<file path="src/ppgwar_pkg.sv">
// Shared types and constants for the optical-sensor window average reporter.
package ppgwar_pkg;

  localparam int SAMPLE_W       = 24;
  localparam int RESULT_W       = 22;
  localparam int NUM_REPORTED   = 3;
  localparam int MODE_W         = 2;
  localparam int CFG_IDX_W      = 2;
  localparam int CFG_DATA_W     = 8;
  localparam int DISCARD_W      = 8;
  localparam int DISCARD_RESET  = 30;
  localparam int GAIN_W         = 14;
  localparam int GAIN_CROSSTALK = 4500;
  localparam int GAIN_LEAKAGE   = 450;
  localparam int MIDSCALE       = 1 << 23;
  localparam int FRAC_SHIFT     = 15;
  localparam int ROUND_BIAS     = 1 << 14;
  localparam int CELL_STAGES    = 7;
  localparam int OUT_DEPTH      = 4;
  localparam int OUT_PTR_W      = $clog2(OUT_DEPTH);
  localparam int OUT_CNT_W      = $clog2(OUT_DEPTH + 1);

  typedef enum logic [MODE_W-1:0] {
    MODE_OFF       = 2'd0,
    MODE_CROSSTALK = 2'd1,
    MODE_LEAKAGE   = 2'd2,
    MODE_NOISE     = 2'd3
  } run_mode_e;

  typedef enum logic [CFG_IDX_W-1:0] {
    REG_MODE    = 2'd0,
    REG_DISCARD = 2'd1
  } cfg_reg_e;

  // control word that travels down the cell chain with each token
  typedef struct packed {
    logic valid;
    logic clear;   // empty the running sum
    logic win;     // sample enters the window
    logic evict;   // window full: oldest entry leaves the sum
    logic report;  // cells fill in their scaled mean
    logic kind;    // 0 crosstalk, 1 leakage
  } ctl_t;

  typedef struct packed {
    logic                                   kind;
    logic [NUM_REPORTED-1:0][RESULT_W-1:0]  res;
  } out_item_t;

endpackage

</file>
<file path="src/ppgwar_ram.sv">
// Generic simple dual-port RAM, one write and one registered read port.
module ppgwar_ram #(
  parameter int WIDTH = 24,
  parameter int DEPTH = 80
) (
  input  logic                     clk_i,
  input  logic                     we_i,
  input  logic [$clog2(DEPTH)-1:0] waddr_i,
  input  logic [WIDTH-1:0]         wdata_i,
  input  logic [$clog2(DEPTH)-1:0] raddr_i,
  output logic [WIDTH-1:0]         rdata_o
);

  logic [WIDTH-1:0] mem_q [DEPTH];

  always_ff @(posedge clk_i) begin
    if (we_i) begin
      mem_q[waddr_i] <= wdata_i;
    end
    rdata_o <= mem_q[raddr_i];
  end

endmodule

</file>
<file path="src/ppgwar_cell.sv">
// One channel cell: window memory, running sum and mean scaling pipeline.
module ppgwar_cell import ppgwar_pkg::*; #(
  parameter int IDX        = 0,
  parameter int CHANNELS   = 3,
  parameter int WINDOW_LEN = 80
) (
  input  logic                                    clk_i,
  input  logic                                    rst_ni,
  input  ctl_t                                    ctl_i,
  input  logic [$clog2(WINDOW_LEN)-1:0]           slot_i,
  input  logic [CHANNELS-1:0][SAMPLE_W-1:0]       smp_i,
  input  logic [CHANNELS-1:0][RESULT_W-1:0]       res_i,
  output ctl_t                                    ctl_o,
  output logic [$clog2(WINDOW_LEN)-1:0]           slot_o,
  output logic [CHANNELS-1:0][SAMPLE_W-1:0]       smp_o,
  output logic [CHANNELS-1:0][RESULT_W-1:0]       res_o
);

  localparam int SLOT_W = $clog2(WINDOW_LEN);
  localparam int SUM_W  = SAMPLE_W + $clog2(WINDOW_LEN);
  localparam int PROD_W = 2 * SUM_W;
  localparam int DIFF_W = SAMPLE_W + 1;
  localparam int SCL_W  = DIFF_W + GAIN_W;
  localparam int NST    = CELL_STAGES;
  // floor(2^SUM_W / WINDOW_LEN); quotient estimate is low by at most one
  localparam logic [SUM_W-1:0] RECIP = SUM_W'((64'd1 << SUM_W) / WINDOW_LEN);
  localparam logic [SUM_W-1:0] WLEN  = SUM_W'(WINDOW_LEN);

  ctl_t                              ctl_q  [NST];
  logic [SLOT_W-1:0]                 slot_q [NST];
  logic [CHANNELS-1:0][SAMPLE_W-1:0] smp_q  [NST];
  logic [CHANNELS-1:0][RESULT_W-1:0] res_q  [NST];
  logic [CHANNELS-1:0][RESULT_W-1:0] res_last_d;

  logic [SAMPLE_W-1:0] rd_data;
  logic                ram_we;

  logic [SUM_W-1:0]    sum_q, sum_d;
  logic [SUM_W-1:0]    b_sum_q;
  logic [PROD_W-1:0]   c_prod_q;
  logic [SUM_W-1:0]    c_sum_q;
  logic [SAMPLE_W-1:0] d_quo_q, d_quo_d;
  logic [SUM_W-1:0]    d_qw_q, d_sum_q, rem;
  logic [SAMPLE_W-1:0] mean;
  logic signed [DIFF_W-1:0] e_diff_q, e_diff_d;
  logic signed [GAIN_W-1:0] gain;
  logic signed [SCL_W-1:0]  f_prod_q, f_prod_d, rnd;

  assign ram_we = ctl_q[0].valid & ctl_q[0].win;

  ppgwar_ram #(
    .WIDTH (SAMPLE_W),
    .DEPTH (WINDOW_LEN)
  ) u_ram (
    .clk_i   (clk_i),
    .we_i    (ram_we),
    .waddr_i (slot_q[0]),
    .wdata_i (smp_q[0][IDX]),
    .raddr_i (slot_i),
    .rdata_o (rd_data)
  );

  // running sum; the evicted entry comes from the registered read issued when the token entered the cell
  always_comb begin
    sum_d = sum_q;
    if (ctl_q[0].valid) begin
      if (ctl_q[0].clear) begin
        sum_d = '0;
      end else if (ctl_q[0].win) begin
        sum_d = sum_q - (ctl_q[0].evict ? SUM_W'(rd_data) : '0)
                + SUM_W'(smp_q[0][IDX]);
      end
    end
  end

  always_ff @(posedge clk_i or negedge rst_ni) begin
    if (!rst_ni) begin
      sum_q <= '0;
    end else begin
      sum_q <= sum_d;
    end
  end

  // mean = floor(sum / WINDOW_LEN) by reciprocal, then one correction
  assign d_quo_d = c_prod_q[SUM_W +: SAMPLE_W];
  assign rem     = d_sum_q - d_qw_q;
  assign mean    = d_quo_q + SAMPLE_W'(rem >= WLEN);
  assign e_diff_d = $signed({1'b0, mean}) - $signed(DIFF_W'(MIDSCALE));
  assign gain     = ctl_q[4].kind ? GAIN_W'(GAIN_LEAKAGE) : GAIN_W'(GAIN_CROSSTALK);
  assign f_prod_d = e_diff_q * gain;
  assign rnd      = f_prod_q + SCL_W'(ROUND_BIAS);

  always_comb begin
    res_last_d = res_q[NST-2];
    if (ctl_q[NST-2].report) begin
      res_last_d[IDX] = rnd[FRAC_SHIFT +: RESULT_W];
    end
  end

  always_ff @(posedge clk_i) begin
    b_sum_q  <= sum_d;
    c_prod_q <= PROD_W'(b_sum_q) * PROD_W'(RECIP);
    c_sum_q  <= b_sum_q;
    d_quo_q  <= d_quo_d;
    d_qw_q   <= SUM_W'(d_quo_d) * WLEN;
    d_sum_q  <= c_sum_q;
    e_diff_q <= e_diff_d;
    f_prod_q <= f_prod_d;
  end

  always_ff @(posedge clk_i or negedge rst_ni) begin
    if (!rst_ni) begin
      for (int k = 0; k < NST; k++) begin
        ctl_q[k] <= '0;
      end
    end else begin
      ctl_q[0] <= ctl_i;
      for (int k = 1; k < NST; k++) begin
        ctl_q[k] <= ctl_q[k-1];
      end
    end
  end

  always_ff @(posedge clk_i) begin
    slot_q[0] <= slot_i;
    smp_q[0]  <= smp_i;
    res_q[0]  <= res_i;
    for (int k = 1; k < NST; k++) begin
      slot_q[k] <= slot_q[k-1];
      smp_q[k]  <= smp_q[k-1];
    end
    for (int k = 1; k < NST - 1; k++) begin
      res_q[k] <= res_q[k-1];
    end
    res_q[NST-1] <= res_last_d;
  end

  assign ctl_o  = ctl_q[NST-1];
  assign slot_o = slot_q[NST-1];
  assign smp_o  = smp_q[NST-1];
  assign res_o  = res_q[NST-1];

endmodule

</file>
<file path="config.mk">
export PLATFORM = sky130hd
export DESIGN_NAME = ppgwar_cell
export DESIGN_NICKNAME = d
export VERILOG_FILES = /design/src/ppgwar_pkg.sv /design/src/ppgwar_ram.sv /design/src/ppgwar_cell.sv
export SDC_FILE = /design/constraint.sdc
export NUM_CORES = 2
export LEC_CHECK = 0
export BUFFER_PORTS_ARGS = -buffer_cell sky130_fd_sc_hd__buf_2
export CORE_MARGIN = 2
export CORE_UTILIZATION = 67
export CTS_CLUSTER_DIAMETER = 100
export DETAILED_ROUTE_END_ITERATION = 8
export GPL_TIMING_DRIVEN = 0
export PLACE_DENSITY = 0.82
export SKIP_CTS_REPAIR_TIMING = 1
export SYNTH_ARGS = -nofsm -noshare
export SYNTH_HDL_FRONTEND = slang
export SYNTH_HIERARCHICAL = 1
export SYNTH_SLANG_ARGS = --single-unit
export TNS_END_PERCENT = 50
</file>
<file path="constraint.sdc">
create_clock -name clk_i -period 9.3 [get_ports clk_i]
set_clock_uncertainty 0.05 [all_clocks]
set_input_delay 0.465 -clock clk_i [delete_from_list [all_inputs] [get_ports clk_i]]
set_output_delay 0.465 -clock clk_i [all_outputs]
set_load 0.005 [all_outputs]
</file>
==> results.py <==
metrics = {
    "layout": {
        "seq_area_mm2": 0.08448,
        "nFillCells": 9774,
        "area_growth_pct": 14.86,
        "drive_gt1_share_pct": 16.95,
        "fin_area_mm2": 0.1439,
        "layout.nets": 9581,
        "multiInputGateArea_mm2": 0.03722,
    },
    "run": {
        "max-cap-violations": 1,
    },
    "critical_path": {
        "worstSetupEndpointType": "flop",
        "cp.arrival_ns": 8.68,
        "cp.required_ns": 10.05,
        "critPathMaxFanout": 8,
        "crit_path_start_kind": "flop",
        "worstSetupPathType": "flop to flop",
    },
    "floorplanning": {
        "io_pins": 304,
        "dieArea_mm2": 0.1905,
        "rows": 158,
        "die_w_um": 436.5,
        "start_util_pct": 67.51,
        "die_h_um": 436.5,
        "core_mm2": 0.1856,
    },
    "detailed_routing": {
        "drtPass1Iterations": 9,
        "routed_via_density": 6.344,
        "wirelength_um": 329900,
        "dr.first_iter.drc_count": 9077,
        "via_count": 71085,
        "routedWlPerCell_um": 29.44,
        "drc": 0,
        "detail-route-antenna-nets": 0,
    },
    "global_routing": {
        "grt_use_met2_pct": 54.45,
        "grt-busiest-layer": "met2",
        "antenna_found_initial": 24,
        "grtUsageMet1_pct": 41.18,
        "grt_overflow": 0,
        "use_met3_pct": 9.223,
        "grt_pass1_wl_um": 467100,
        "grt_pass1_vias": 72021,
        "grt_max_degree": 83,
        "track_usage_pct": 33.73,
    },
    "cts": {
        "cts_sinks": 3237,
        "clk_pin_slew_ns": 0.06,
        "clockBufferDepth": 4,
        "clock_latency_ns": 0.94,
        "numCtsBuffers": 320,
        "root_buffer": "clkbuf_16",
        "htreeDepth": 5,
        "cts_tree": "built",
    },
    "placed_design": {
        "hpwl_um": 202200,
        "io_buffer_count": 303,
        "pre_cts_slack_ns": 1.527,
        "gp_congestion": 1.020,
        "placed_cell_area_mm2": 0.1319,
    },
    "logic_synthesis": {
        "synth_flop_cell": "edfxtp_1",
        "netlist_area_mm2": 0.1253,
        "synth_top_family_by_area": "adder cells",
        "synth.avg_cell_area_um2": 16.45,
        "yosysWarningCount": 6,
        "yosysSeqAreaShare_pct": 67.34,
        "ys_types": 81,
        "muxShareOfSynthArea_pct": 9.348,
        "synth_area_leaders": "edfxtp_1 46%, dfxtp_1 20%, fa_1 6.9%, mux4_2 5.6%, ha_1 5.2%",
        "synthSimpleGateAreaFrac_pct": 3.007,
        "synth_compound_area_share_pct": 3.749,
        "synth_xor_area_share_pct": 1.160,
        "synthArstFlopShare_pct": 2.255,
        "synth_edf_count": 1920,
        "synth_seq_cells": 3237,
        "synthCells": 7620,
        "synthAdderAreaFrac_pct": 12.07,
        "synth_top_area_share_pct": 46.01,
        "synth_top_cell_by_area": "edfxtp_1",
        "syn-num-nets": 8724,
    },
    "sta": {
        "worst_slack_ns": 1.373,
        "period_needed_ns": 7.927,
        "timing.hold.ws_ns": 0.003221,
        "max_freq_ghz": 0.1261,
        "grt_setup_unrepaired": "no",
        "slew_violations": 2,
        "setup_violations": 0,
        "tightest_slew_ns": 1.578,
        "hold_violations": 0,
        "finalCritPeriodShare_pct": 85.24,
        "setup_tns_ns": 0,
        "relSlewSlack_pct": -6.171,
    },
    "worst_hold_path": {
        "holdCritPathClass": "input pin to asynchronous set/reset pin",
    },
    "status": {
        "violations": "max-capacitance violations, max-slew violations",
        "status": "finished, violations left",
    },
}
critical path, cell delays in order, from the launching register on:
cell and delay, ns:
dfxtp_1 0.72, ha_1 0.46, xor2_1 0.14, ha_1 0.22, a21o_1 0.17, fa_1 0.54, inv_1 0.05, fa_1 0.52
inv_1 0.06, fa_1 0.49, fa_1 0.49, inv_1 0.05, fa_1 0.48, inv_1 0.05, ha_1 0.29, a211oi_1 0.20
o21ai_0 0.14, a31oi_1 0.29, o21ai_0 0.38, o311ai_1 0.82, a21oi_1 0.20, o41ai_1 0.53, o21bai_1 0.17, a21oi_1 0.20
xnor2_1 0.13
cell families after synthesis:
kind of cell,count (synthesis)
AO/OA/AOI/OAI,692
flip-flops,3237
adder cells (fa/ha/maj),951
buffers and inverters,1025
XOR/XNOR,166
multiplexers,774
AND/OR/NAND/NOR,773
other,2
per-layer routing:
metal,wire length [um],up-vias
met1,111100,35373
li1,-,29290
met5,207,-
met4,23020,22
met2,159700,5064
met3,35830,1336
layout by cell type (no fill, tap or decap), drive strengths merged, types with 19 or more instances in the layout:
cell	n
edfxtp	1920
dfxtp	1244
inv	805
clkbuf	538
ha	521
buf	508
fa	430
mux2i	411
mux4	312
nor2	252
a21oi	188
dlygate4sd3	152
nand2	128
a22oi	122
nand3	93
xnor2	91
clkinv	83
xor2	75
a22o	74
dfrtp	73
a31oi	60
o21ai	58
nor2b	54
mux2	51
nor3	50
and2	46
nand2b	32
nor4	32
a21o	31
o22ai	28
a211o	26
nand4	23
bufinv	21
o21a	19
state kept, by name (all words and copies together) (netlist names):
register,flops
d_sum_q,27
c_sum_q,27
res_q,462
e_diff_q,24
ctl_q,36
f_prod_q,23
ctl_o,6
u_ram/rdata_o,24
u_ram/mem_q,1920
d_qw_q,25
smp_q,504
d_quo_q,24
sum_q,31
c_prod_q,24
b_sum_q,31
slot_q,49
per-stage QoR:
step | util (%) | cells
after floorplan | - | 7620
after global placement | 70.00 | 10403
after detailed placement | 71.07 | 10474
after CTS | 76.64 | 11033
after global routing | 77.53 | 11195
final | 77.54 | 11205
final cells by class:
cell class	count	share of cell area, %
repair buffers	535	3.215
clock inverters	134	0.9170
well taps	2480	2.156
clock buffers	425	6.259
flip-flops and latches	3237	58.69
inverters	787	2.052
diodes	11	0.01912
plain buffers	238	0.8397
multi-input cells	3358	25.86
synthesized netlist by cell type, types with 93 or more instances:
library cell	count
clkbuf_1	112
ha_1	521
edfxtp_1	1920
nand2_1	128
a21oi_1	188
fa_1	430
dfxtp_1	1244
a22oi_1	122
mux4_2	312
nor2_1	250
mux2i_1	411
nand3_1	93
inv_1	787
final timing paths:
check / depth (start not counted) / endpoint / slack (ns) / startpoint
min reg2reg: 0 / smp_q[6][46] / 0.25 / smp_q[5][46]
max reg2reg: 24 / c_prod_q[54] / 1.37 / b_sum_q[5]
max in group asynchronous: 3 / ctl_q[36] / 8.57 / rst_ni
min in group clk_i: 2 / smp_q[0][20] / 0.11 / smp_i[20]
max: 24 / c_prod_q[54] / 1.37 / b_sum_q[5]
min: 2 / ctl_q[38] / 0.003 / rst_ni
Power is left out: the tool's default activity adds up to more than one toggle a clock period on the data nets, which glitch-free logic cannot reach.
